--- src/mlpbp_pkg.sv ---
// Shared types, constants and saturation helpers for the MLP online trainer.
// No dependencies; imported by mlpbp_div140 and mlp_online_backprop_trainer.
package mlpbp_pkg;

  // Network size and derived widths
  localparam int HIDDEN = 16;
  localparam int HID_AW = (HIDDEN > 1) ? $clog2(HIDDEN) : 1;
  localparam logic [HID_AW-1:0] HID_LAST = HID_AW'(HIDDEN - 1);

  // Parameter slot map
  localparam logic [5:0] IDX_HB_BASE = 6'(HIDDEN);
  localparam logic [5:0] IDX_W2_BASE = 6'(2 * HIDDEN);
  localparam logic [5:0] IDX_OB      = 6'(3 * HIDDEN);
  localparam logic [5:0] IDX_IB      = 6'(3 * HIDDEN + 1);

  // Stream widths
  localparam int IN_DW  = 104;
  localparam int OUT_DW = 64;

  // Fixed-point constants
  localparam logic signed [31:0] NORM_OFF  = 32'sd2621440;  // 40.0 in Q16.16
  localparam logic signed [31:0] NORM_SPAN = 32'sd140;
  localparam logic signed [63:0] Q_ONE64   = 64'sd65536;
  localparam logic signed [63:0] SAT_HI    = 64'sh0000_0000_7FFF_FFFF;
  localparam logic signed [63:0] SAT_LO    = 64'shFFFF_FFFF_8000_0000;
  localparam logic [15:0]        LR_RESET  = 16'd655;

  // Divide by 140 as a quarter divided by 35: ceil(2^36/35), exact below 2^30
  localparam int          DIV_SHIFT = 36;
  localparam logic [30:0] DIV_MAGIC = 31'd1963413622;

  // One row of the parameter memory, one row per hidden neuron
  typedef struct packed {
    logic signed [31:0] w2;
    logic signed [31:0] hb;
    logic signed [31:0] w1;
  } param_row_t;

  // Clamp a wide signed value to the signed 32-bit range
  function automatic logic signed [31:0] sat32(input logic signed [63:0] v);
    logic signed [31:0] r;
    begin
      if (v > SAT_HI) begin
        r = 32'sh7FFF_FFFF;
      end else if (v < SAT_LO) begin
        r = 32'sh8000_0000;
      end else begin
        r = 32'(v);
      end
      return r;
    end
  endfunction

endpackage

--- src/mlpbp_div140.sv ---
// Signed divide by 140, truncating toward zero, by reciprocal multiplication.
// Depends on mlpbp_pkg for the reciprocal constant and shift.
module mlpbp_div140 import mlpbp_pkg::*; (
  input  logic               clk,
  input  logic               rst_n,
  input  logic               start,
  input  logic signed [32:0] dividend,
  output logic               busy,
  output logic signed [31:0] quot
);

  logic        busy_r;
  logic        neg_r;
  logic [29:0] quart_r;
  logic [60:0] prod_r;
  logic [31:0] mag;
  logic [31:0] q_mag;

  // Magnitude of the dividend; it always fits in 32 bits
  assign mag = dividend[32] ? 32'(-dividend) : 32'(dividend);

  // Control: busy for the one multiply cycle after start
  always_ff @(posedge clk) begin
    if (!rst_n) begin
      busy_r <= 1'b0;
    end else begin
      busy_r <= start;
    end
  end

  // Datapath: n/140 = floor(floor(n/4)/35), the latter by reciprocal
  always_ff @(posedge clk) begin
    if (start) begin
      neg_r   <= dividend[32];
      quart_r <= mag[31:2];
    end
    if (busy_r) begin
      prod_r <= quart_r * DIV_MAGIC;
    end
  end

  assign q_mag = 32'(prod_r[60:DIV_SHIFT]);
  assign busy  = busy_r;
  assign quot  = neg_r ? -signed'(q_mag) : signed'(q_mag);

endmodule

--- config.mk ---
export PLATFORM = sky130hd
export DESIGN_NAME = mlpbp_div140
export DESIGN_NICKNAME = d
export VERILOG_FILES = /design/src/mlpbp_pkg.sv /design/src/mlpbp_div140.sv
export SDC_FILE = /design/constraint.sdc
export NUM_CORES = 1
export LEC_CHECK = 0
export BUFFER_PORTS_ARGS = -buffer_cell sky130_fd_sc_hd__buf_4
export CAP_MARGIN = 0
export CORE_MARGIN = 5
export CORE_UTILIZATION = 60
export CTS_BUF_LIST = sky130_fd_sc_hd__clkbuf_16
export DETAILED_ROUTE_END_ITERATION = 6
export PLACE_DENSITY = 0.82
export SLEW_MARGIN = 15
export SYNTH_ARGS = -nofsm -noshare
export SYNTH_HDL_FRONTEND = slang
export SYNTH_SLANG_ARGS = --single-unit
--- constraint.sdc ---
create_clock -name clk -period 14.9 [get_ports clk]
set_input_delay 1.49 -clock clk [delete_from_list [all_inputs] [get_ports clk]]
set_output_delay 1.49 -clock clk [all_outputs]
set_load 0.005 [all_outputs]
Yosys cells after proc, flatten, opt, wreduce, memory -nomap -nowiden --
Index checks and enable logic that the tools add are counted.
Operators by class: muxes and demuxes 2, multipliers 1, add/subtract/negate cells 2
Operator list (number):
- $mux W32 | 2
- $mul A30 B30 Y60 const B | 1
- $neg A25 Y32 | 1
- $neg A32 Y32 | 1
Storage, ports and cells: word-level logic and storage cells 9, output and inout port bits 33, bits of input ports 36, flip-flop bits (word level) 92

Depth between registers and ports, before layout --
Gate-level depths: netlist (run 1).
depth after elaboration 2, depth in mapped cells 25

Worst setup path after synthesis (run 1) --
No wires, ideal clock.
kind register to register, from register quart_r[0], to register prod_r[55], data pin, path buffers 0, required time 14637 ps, cell stages (with the launch flop) 22, clock period less this slack 6908 ps, data arrival time 6645 ps, library setup time 263 ps, setup slack 7992 ps, path through edfxtp_1 -> fa_1 -> fa_1 -> fa_1 -> inv_1 -> fa_1 -> fa_1 -> fa_1 -> inv_1 -> fa_1 -> inv_1 -> fa_1 -> inv_1 -> ha_1 -> nand2_1 -> or4_1 -> or3_1 -> a41oi_1 -> o211ai_1 -> a21boi_2 -> a31oi_1 -> xnor2_1
On the way: cells in the longest elaborated chain, start to end 1
Ends and longest elaborated chain:
- start: declaration | line mlpbp_div140.sv:14 | logic [29:0] quart_r;
- start signal: assignment | line mlpbp_div140.sv:35 | quart_r <= mag[31:2];
- $mul A30 B30 Y60 | line mlpbp_div140.sv:38 | prod_r <= quart_r * DIV_MAGIC;
- end signal: assignment | line mlpbp_div140.sv:38
- end: declaration | line mlpbp_div140.sv:15 | logic [60:0] prod_r;
No other way between the ends. A chain may end at the register's enable or synchronous reset.

Final worst setup path (run 1) --
from register quart_r[6], to register prod_r[59], data pin
Same word-level chain as after synthesis.

==> results of run 1 <==
-- synth_stat cells (2+ instances only) --
cell type / n / share of area, %
inv_1: 553 / 12
ha_1: 346 / 26
fa_1: 273 / 33
xnor2_1: 71 / 3.7
nand2_1: 64 / 1.4
edfxtp_1: 56 / 10
a21oi_1: 55 / 1.7
o21ai_0: 40 / 1.2
a21o_1: 34 / 1.5
nor2_1: 23 / 0.52
and3_1: 15 / 0.56
clkbuf_1: 12 / 0.27
nand4_1: 12 / 0.45
nor4_1: 12 / 0.45
o31ai_1: 11 / 0.50
a31oi_1: 9 / 0.34
nand3_1: 9 / 0.27
nor3_1: 9 / 0.27
xor2_1: 9 / 0.47
o41a_1: 7 / 0.47
or3_1: 7 / 0.26
nand2b_1: 6 / 0.23
a211oi_1: 5 / 0.23
o211ai_1: 5 / 0.23
buf_1: 4 / 0.090
o21bai_1: 4 / 0.18
a41oi_1: 3 / 0.16
and2_1: 3 / 0.11
o2111ai_1: 3 / 0.16
o21a_1: 3 / 0.14
o21ai_1: 3 / 0.090
o41ai_1: 3 / 0.16
or4_1: 3 / 0.14
or4_4: 3 / 0.20
and4_1: 2 / 0.11
buf_2: 2 / 0.060
nand2b_4: 2 / 0.17
nor2b_1: 2 / 0.075
o31a_1: 2 / 0.11
or2_2: 2 / 0.075
-- critical path, stage by stage (launching register included) --
cell      delay, ns
edfxtp_1       0.61
fa_1           0.74
inv_1          0.09
fa_1           0.52
inv_1          0.06
fa_1           0.49
inv_1          0.09
fa_1           0.50
fa_1           0.62
fa_1           0.46
fa_1           0.53
inv_1          0.06
ha_1           0.27
ha_1           0.40
nand4_1        0.18
or4_1          0.45
or3_1          0.35
a41oi_1        0.33
o211ai_1       0.25
a211oi_1       0.52
nor3_1         0.12
xnor2_1        0.32
-- worst max path at each step --
stage / from / slack (ns) / end
2_1_floorplan: quart_r[0]$_DFFE_PP_ / 7.99 / prod_r[55]$_DFFE_PP_
3_3_place_gp: quart_r[0]$_DFFE_PP_ / 6.97 / prod_r[59]$_DFFE_PP_
3_5_place_dp: quart_r[1]$_DFFE_PP_ / 6.99 / prod_r[59]$_DFFE_PP_
4_1_cts: quart_r[7]$_DFFE_PP_ / 6.89 / prod_r[59]$_DFFE_PP_
5_1_grt: quart_r[7]$_DFFE_PP_ / 6.53 / prod_r[59]$_DFFE_PP_
6_report: quart_r[6]$_DFFE_PP_ / 6.71 / prod_r[59]$_DFFE_PP_
-- per-stage QoR --
stage	instance area (µm²)	setup slack (ns)
6_report	17900	6.71
3_3_place_gp	17600	6.97
3_5_place_dp	17600	6.99
2_1_floorplan	16700	7.99
5_1_grt	17900	6.53
4_1_cts	17900	6.89
-- sequential cells by signal, indices dropped and copies added, names as in the netlist --
register / flops
quart_r: 30
prod_r: 25
busy: 1
neg_r: 1
-- per-layer routing --
metal	up-vias	GRT usage, %
met5	-	0
met4	2	9.32
met3	111	8.25
met2	529	43.8
met1	5816	36.9
li1	5523	-
-- cells by family (layout without fill, tap and decap cells) --
family                   after synthesis  in the layout  synth area share [%]
adder cells (fa/ha/maj)              619            619                  58.8
flip-flops                            57             57                  10.2
AO/OA/AOI/OAI                        203            203                  8.12
XOR/XNOR                              80             80                  4.20
buffers and inverters                572            637                  12.9
AND/OR/NAND/NOR                      181            181                  5.78
-- cell type report --
cell class	instances	area, µm²
well taps	378	473
clock inverters	6	75.1
clock buffers	9	225
repair buffers	69	518
inverters	553	2080
flip-flops and latches	57	1700
multi-input cells	1083	12800
fillers	2118	9750
==> impl_metrics.toml, run 1 <==
[yosys]
yosysWarnings = 0
synth.distinct_cells = 65
async_reset_ff_share_pct = 0
synth_edf_count = 56
synth.net_count = 2367
postSynthAreaPerCell_um2 = 9.73
syn-cell-area_um2 = 16700
synth_cells = 1712
ys_ff_latch = 57
synth.yosys.seq_area_share_pct = 10.2
synth_ff_type = "edfxtp_1"

[placed_design]
gp_congestion = 1.05
portBuffers = 68
dp.cells = 2140
dp_hpwl_um = 35700

[clocking]
htree_levels = 3
numClockSinks = 57
clock_path_buffers = 2
cts-root-buf = "clkbuf_16"
cts.clk_slew.worst_paths_ns = 0.07
cts_tree = "built"
cts_setup_buffers = 0
cts_resized = 0
cts_buffers = 9
clkLatencyLatePin_ns = 0.35
hold_buffers = 0

[floorplanning]
fp.dieW_um = 177
dieArea_um2 = 31200
rows = 61
core_area_um2 = 27600
pin_count = 69
fp.dieH_um = 177
start_util_pct = 60.3

[sta]
timing.setup.tns_ns = 0
whs_ns = 0.750
fmax_ghz = 0.122
final_hold_viol_count = 0
setup_viol = 0
worst_pin_slew_ns = 1.12
post-route-period-util_pct = 55.0
maxSlewViolCount = 0
max-slew-margin-rel_pct = 25.4
fin_crit_ns = 8.19
finClkSkew_ns = 0.0145
rsz0062_at_grt = "no"

[layout]
final_util_pct = 64.7
num_antenna_cells = 0
drive_gt1_share_pct = 5.46
layout.nets = 2428
final_cell_mix = "inv_1 (554), ha_1 (346), fa_1 (273), xnor2_1 (71), buf_4 (69)"
layout.cells.non_filler = 2155
final_common_cell = "inv_1"
area_growth_pct = 7.28

[critical_path]
r2r_end = "prod_r[59]$_DFFE_PP_"
r2r_cells = 21
regToRegSetupSlack_ns = 6.71
start_kind = "flop"
critPathCaptureType = "flop"
arrival_ns = 8.32
path_max_fanout = 9
worst_ep_required_time_ns = 15.02
reg2reg_from = "quart_r[6]$_DFFE_PP_"
crit_type = "flop to flop"

[routing]
met3_length_um = 4100
dr.pass1.iters = 5
drcViolationCount = 0
post_drt_via_cell_ratio = 5.56
route.met2.wl_um = 18600
ant_nets = 0
routed_wl_um = 40900
vias = 12000
drtIter0Drc = 827
wire_per_inst_um = 19.0
wl_met1_um = 16700
top_layer_used = "met5"

[hold_path]
min_delay_path_depth = 1
hold_path_end = "prod_r[52]$_DFFE_PP_"
hp-start = "busy$_SDFF_PN0_"
hp-class = "flop to flop"

[global_route]
antenna_found_initial = 1
grt_util_all_layers_pct = 27.7
overflow = 0
grt_pass1_vias = 13200
grt_max_degree = 33
grt_pass1_wl_um = 67300

[run]
cap_viol_max_count = 0

[outcome]
status = "finished, final reports clean"
Power of run 1 is left out: the tool's default activity adds up to more than one toggle a clock period on the data nets, which glitch-free logic cannot reach.
==> run 2: changes to the inputs <==
--- a/config.mk
+++ b/config.mk
@@ -8,10 +8,10 @@
 export BUFFER_PORTS_ARGS = -buffer_cell sky130_fd_sc_hd__buf_4
 export CAP_MARGIN = 0
 export CORE_MARGIN = 5
-export CORE_UTILIZATION = 60
+export CORE_UTILIZATION = 59
 export CTS_BUF_LIST = sky130_fd_sc_hd__clkbuf_16
 export DETAILED_ROUTE_END_ITERATION = 6
-export PLACE_DENSITY = 0.82
+export PLACE_DENSITY = 0.84
 export SLEW_MARGIN = 15
 export SYNTH_ARGS = -nofsm -noshare
 export SYNTH_HDL_FRONTEND = slang
==> constraint.sdc (replaced) <==
create_clock -name clk -period 7.25 [get_ports clk]
set_input_delay 0.725 -clock clk [delete_from_list [all_inputs] [get_ports clk]]
set_output_delay 0.725 -clock clk [all_outputs]
set_load 0.005 [all_outputs]
==> run 2 against run 1 <==
Net effect: final area is 4.2% higher; clock skew is 0.0029 ns lower; hold slack worse by 0.16 ns; wire length is 3.1% higher; non-clock buffer count is 88 higher; critical endpoint is now prod_r[60]$_DFFE_PP_; largest cell class unchanged; highest routed layer is now met4.
==> impl_metrics.toml, run 2 (synthesis gave the netlist of run 1 again) <==
[outcome]
status = "finished, final reports clean"

[clocking]
cts_tree = "built"
cts-root-buf = "clkbuf_16"
cts.clk_slew.worst_paths_ns = 0.06
hold_buffers = 0
clock_path_buffers = 2
numClockSinks = 57
htree_levels = 3
cts_buffers = 9
clkLatencyLatePin_ns = 0.34

[global_route]
overflow = 0
grt_util_all_layers_pct = 27.3
grt_pass1_wl_um = 67000
grt_pass1_vias = 13200
grt_util_met2_pct = 42.7
use_met3_pct = 7.12
antenna_found_initial = 0
use_met1_pct = 37.0
gr-max-usage-layer = "met2"
grt_max_degree = 33

[routing]
dr.pass1.iters = 5
routed_wl_um = 42200
drcViolationCount = 0
vias = 12400
drtIter0Drc = 880
post_drt_via_cell_ratio = 5.51
wire_per_inst_um = 18.8
ant_nets = 0

[critical_path]
critPathCaptureType = "flop"
path_max_fanout = 5
crit_type = "flop to flop"
worst_ep_required_time_ns = 7.39
crit_family = "adder cells"
crit_top_cell = "fa_1"
arrival_ns = 7.35
cp_slowest_stage_delay_ns = 0.63
start_kind = "flop"
crit_chain = "buf_4 > fa_1 > ha_1 > inv_1 > fa_1 > inv_1 > ha_1 > fa_1 > fa_1 > fa_1 > inv_1 > fa_2 > inv_1 > ha_1 > and3_1 > nand2_1 > a2111oi_0 > o31a_1 > o21ai_2 > a21oi_1 > buf_4 > a21oi_1 > xnor2_1"
worst_path_max_delay_cell = "fa_2"
crit_buf_inv = 6

[sta]
setup_viol = 0
worst_pin_slew_ns = 1.13
post-route-period-util_pct = 99.5
fmax_ghz = 0.139
finClkSkew_ns = 0.0116
fin_crit_ns = 7.21
maxSlewViolCount = 0
final_hold_viol_count = 0
rsz0062_at_grt = "yes"
max-slew-margin-rel_pct = 24.6

[placed_design]
gp_congestion = 1.03
dp.cells = 2214
place_area_um2 = 18100
portBuffers = 68
dp_hpwl_um = 36900

[hold_path]
hp-class = "input pin to flop"

[layout]
area_growth_pct = 11.8
num_antenna_cells = 0
largestRegisters = "quart_r: 30 flops, prod_r: 25 flops"
layout.nets = 2516
final_common_cell = "inv_1"
layout.cells.non_filler = 2244
fillers = 2038
final_cell_mix = "inv_1 (544), ha_1 (344), fa_1 (269), buf_4 (157), xnor2_1 (71)"
drive_gt1_share_pct = 11.5
top_register = "quart_r"
fin_area_um2 = 18600
largest_reg_flops = 30

[floorplanning]
fp.dieH_um = 178
core_area_um2 = 27900
start_util_pct = 59.8
fp.dieW_um = 178
pin_count = 69
rows = 61
dieArea_um2 = 31700

[run]
cap_viol_max_count = 0
-- run 2: changes by cell type in the layout (fill, tap and decap cells not counted), sizes merged --
cell,delta
bufinv,-1
clkinv,-1
buf,+88
clkinvlp,+7
inv,-4
-- run 2: metrics by stage --
step | hold WS (ns) | worst slack, ns | setup TNS, ns | util [%]
final | 0.589 | 0.0397 | 0 | 66.9
after global routing | 0.594 | -0.159 | -0.703 | 66.9
after CTS | 0.586 | 0.0257 | 0 | 66.2
after detailed placement | 0.739 | 0.0417 | 0 | 65.1
after global placement | 0.731 | 0.169 | 0 | 65.1
after floorplan | 0.824 | 0.342 | 0 | -
-- run 2: layout make-up --
type / instances / area (µm²) / share of cell area, %
Multi-Input combinational cell: 1083 / 12900 / 69.2
Inverter: 553 / 2090 / 11.2
Sequential cell: 57 / 1700 / 9.13
Timing Repair Buffer: 157 / 1180 / 6.32
Tap cell: 378 / 473 / 2.54
Clock buffer: 9 / 225 / 1.21
Clock inverter: 7 / 70.1 / 0.376
-- run 2: metal layers --
metal	routed length [µm]	part of all wire, %
met4	1530	3.6
met1	18000	43
met3	3640	8.6
met5	0	0
met2	19000	45
-- run 2: worst reg2reg max path: stages (launching register included) --
cell	delay, ns
edfxtp_1	0.52
buf_4	0.20
fa_1	0.44
ha_1	0.35
inv_1	0.07
fa_1	0.50
inv_1	0.04
ha_1	0.30
fa_1	0.51
fa_1	0.56
fa_1	0.55
inv_1	0.06
fa_2	0.63
inv_1	0.06
ha_1	0.31
and3_1	0.19
nand2_1	0.10
a2111oi_0	0.46
o31a_1	0.32
o21ai_2	0.10
a21oi_1	0.20
buf_4	0.17
a21oi_1	0.08
xnor2_1	0.28
-- run 2: repair_timing --
| action | in CTS | in global routing |
|---|---|---|
| setup endpoints to repair | 0 | 17 |
| buffers inserted | 0 | 14 |
| gates resized for setup | 0 | 28 |
-- run 2: path summary, 6_finish.rpt --
check                              end  cells after the start  slack (ns)            startpoint
setup / recovery  prod_r[60]$_DFFE_PP_                     23        0.04  quart_r[9]$_DFFE_PP_
hold / removal         busy$_SDFF_PN0_                      2        0.59                 rst_n
setup reg to reg  prod_r[60]$_DFFE_PP_                     23        0.04  quart_r[9]$_DFFE_PP_
hold reg to reg   prod_r[54]$_DFFE_PP_                      1        0.74       busy$_SDFF_PN0_
Power of run 2 is left out for the same reason.
==> run 3: changes to the inputs <==
--- a/config.mk
+++ b/config.mk
@@ -8,10 +8,11 @@
 export BUFFER_PORTS_ARGS = -buffer_cell sky130_fd_sc_hd__buf_4
 export CAP_MARGIN = 0
 export CORE_MARGIN = 5
-export CORE_UTILIZATION = 59
+export CORE_UTILIZATION = 35
 export CTS_BUF_LIST = sky130_fd_sc_hd__clkbuf_16
 export DETAILED_ROUTE_END_ITERATION = 6
-export PLACE_DENSITY = 0.84
+export PLACE_DENSITY = 0.56
+export RECOVER_POWER = 100
 export SLEW_MARGIN = 15
 export SYNTH_ARGS = -nofsm -noshare
 export SYNTH_HDL_FRONTEND = slang
==> run 3 against run 2 <==
Net effect: the flow now finishes with violations (capacitance limit, slew limit); clock-buffer cell count stayed put; via count is 2.5% lower; critical path type unchanged; largest cell class unchanged; setup slack better by 0.054 ns; sequential share of layout area is 0.37 points lower; flip-flop and latch count stayed put; critical endpoint is now prod_r[55]$_DFFE_PP_; utilization is 26 points lower.
==> impl_metrics.toml, run 3 (synthesis gave the netlist of run 1 again) <==
[sta]
worst_pin_slew_ns = 1.85
maxSlewViolCount = 33
post-route-period-util_pct = 98.7
setup_viol = 0
fin_crit_ns = 7.16
whs_ns = 0.567
fmax_ghz = 0.140
final_hold_viol_count = 0
max-slew-margin-rel_pct = -23.0
finClkSkew_ns = 0.0162
rsz0062_at_grt = "yes"

[floorplanning]
start_util_pct = 35.1
fp.dieH_um = 228
pin_count = 69
fp.dieW_um = 228
rows = 80
dieArea_um2 = 52100
core_area_um2 = 47400

[global_route]
use_met3_pct = 1.29
grt_pass1_vias = 12900
overflow = 0
grt_pass1_wl_um = 71600
grt_util_all_layers_pct = 17.3
gr-max-usage-layer = "met2"
grt_util_met2_pct = 28.4
use_met1_pct = 25.7
antenna_found_initial = 1
grt_max_degree = 33

[clocking]
cts_buffers = 9
clkLatencyLatePin_ns = 0.37
clock_path_buffers = 2
htree_levels = 3
cts_tree = "built"
numClockSinks = 57
cts-root-buf = "clkbuf_16"
cts.clk_slew.worst_paths_ns = 0.07

[critical_path]
crit_type = "flop to flop"
critPathCaptureType = "flop"
arrival_ns = 7.26
worst_ep_required_time_ns = 7.36
path_max_fanout = 6
start_kind = "flop"

[run]
cap_viol_max_count = 1

[routing]
drtIter0Drc = 555
post_drt_via_cell_ratio = 4.74
wire_per_inst_um = 17.6
ant_nets = 0
vias = 12100
routed_wl_um = 44700
drcViolationCount = 0
dr.pass1.iters = 5

[placed_design]
place_area_um2 = 18900
portBuffers = 68
dp.cells = 2513
gp_congestion = 0.937
dp_hpwl_um = 40000

[outcome]
status = "finished, violations left"
violations = "capacitance limit, slew limit"

[layout]
area_growth_pct = 16.6
largestRegisters = "quart_r: 30 flops, prod_r: 25 flops"
final_util_pct = 40.9
fin_area_um2 = 19400
top_register = "quart_r"
layout.cells.non_filler = 2543
largest_reg_flops = 30
final_common_cell = "inv_1"
drive_gt1_share_pct = 13.4
layout.nets = 2578
final_cell_mix = "inv_1 (547), ha_1 (340), fa_1 (266), buf_4 (185), xnor2_1 (71)"

[hold_path]
hp-class = "input pin to flop"
run 3: layer usage:
metal / routed length (µm) / vias up
met5: 0 / -
met3: 1110 / 26
li1: - / 5817
met1: 22100 / 6009
met2: 20900 / 198
met4: 521 / 0
run 3: critical path, cell delays in order (launching register included):
cell and delay [ns]:
edfxtp_1 0.50, buf_6 0.17, fa_2 0.56, inv_1 0.05, fa_1 0.47, inv_1 0.05
fa_1 0.52, inv_1 0.06, fa_1 0.47, fa_1 0.55, fa_1 0.44, fa_1 0.52
inv_1 0.08, ha_4 0.23, ha_4 0.26, nand4_1 0.14, or4_4 0.45, or3_4 0.39
a41oi_4 0.21, o211ai_1 0.13, buf_4 0.18, a21boi_4 0.21, a31oi_1 0.13, xnor2_1 0.14
run 3: cell type report:
| type | count | area (µm²) |
|---|---|---|
| Clock inverter | 6 | 75.1 |
| Timing Repair Buffer | 219 | 1590 |
| Fill cell | 4732 | 28000 |
| Tap cell | 615 | 769 |
| Multi-Input combinational cell | 1083 | 13000 |
| Inverter | 553 | 2080 |
| Sequential cell | 57 | 1700 |
| Clock buffer | 9 | 225 |
| Antenna cell | 1 | 2.50 |
run 3: metrics by stage:
step	setup TNS (ns)	setup slack (ns)
floorplan	0	0.342
global placement	-0.441	-0.211
detailed placement	-0.340	-0.159
CTS	0	0.0109
global route	-0.507	-0.105
finish	0	0.0940
run 3: final timing paths:
kind,end,start,slack [ns],cells past startpoint
hold reg to reg,prod_r[57]$_DFFE_PP_,busy$_SDFF_PN0_,1.24,1
setup reg to reg,prod_r[55]$_DFFE_PP_,quart_r[7]$_DFFE_PP_,0.09,23
setup / recovery,prod_r[55]$_DFFE_PP_,quart_r[7]$_DFFE_PP_,0.09,23
hold / removal,busy$_SDFF_PN0_,rst_n,0.57,2
run 3: what timing repair did:
action | 4_1_cts | 5_1_grt
gates resized for setup | 4 | 41
pin swaps | 0 | 14
setup buffers | 0 | 13
hold buffers | 0 | 0
setup endpoints to repair | 6 | 20
Power of run 3 is left out for the same reason.
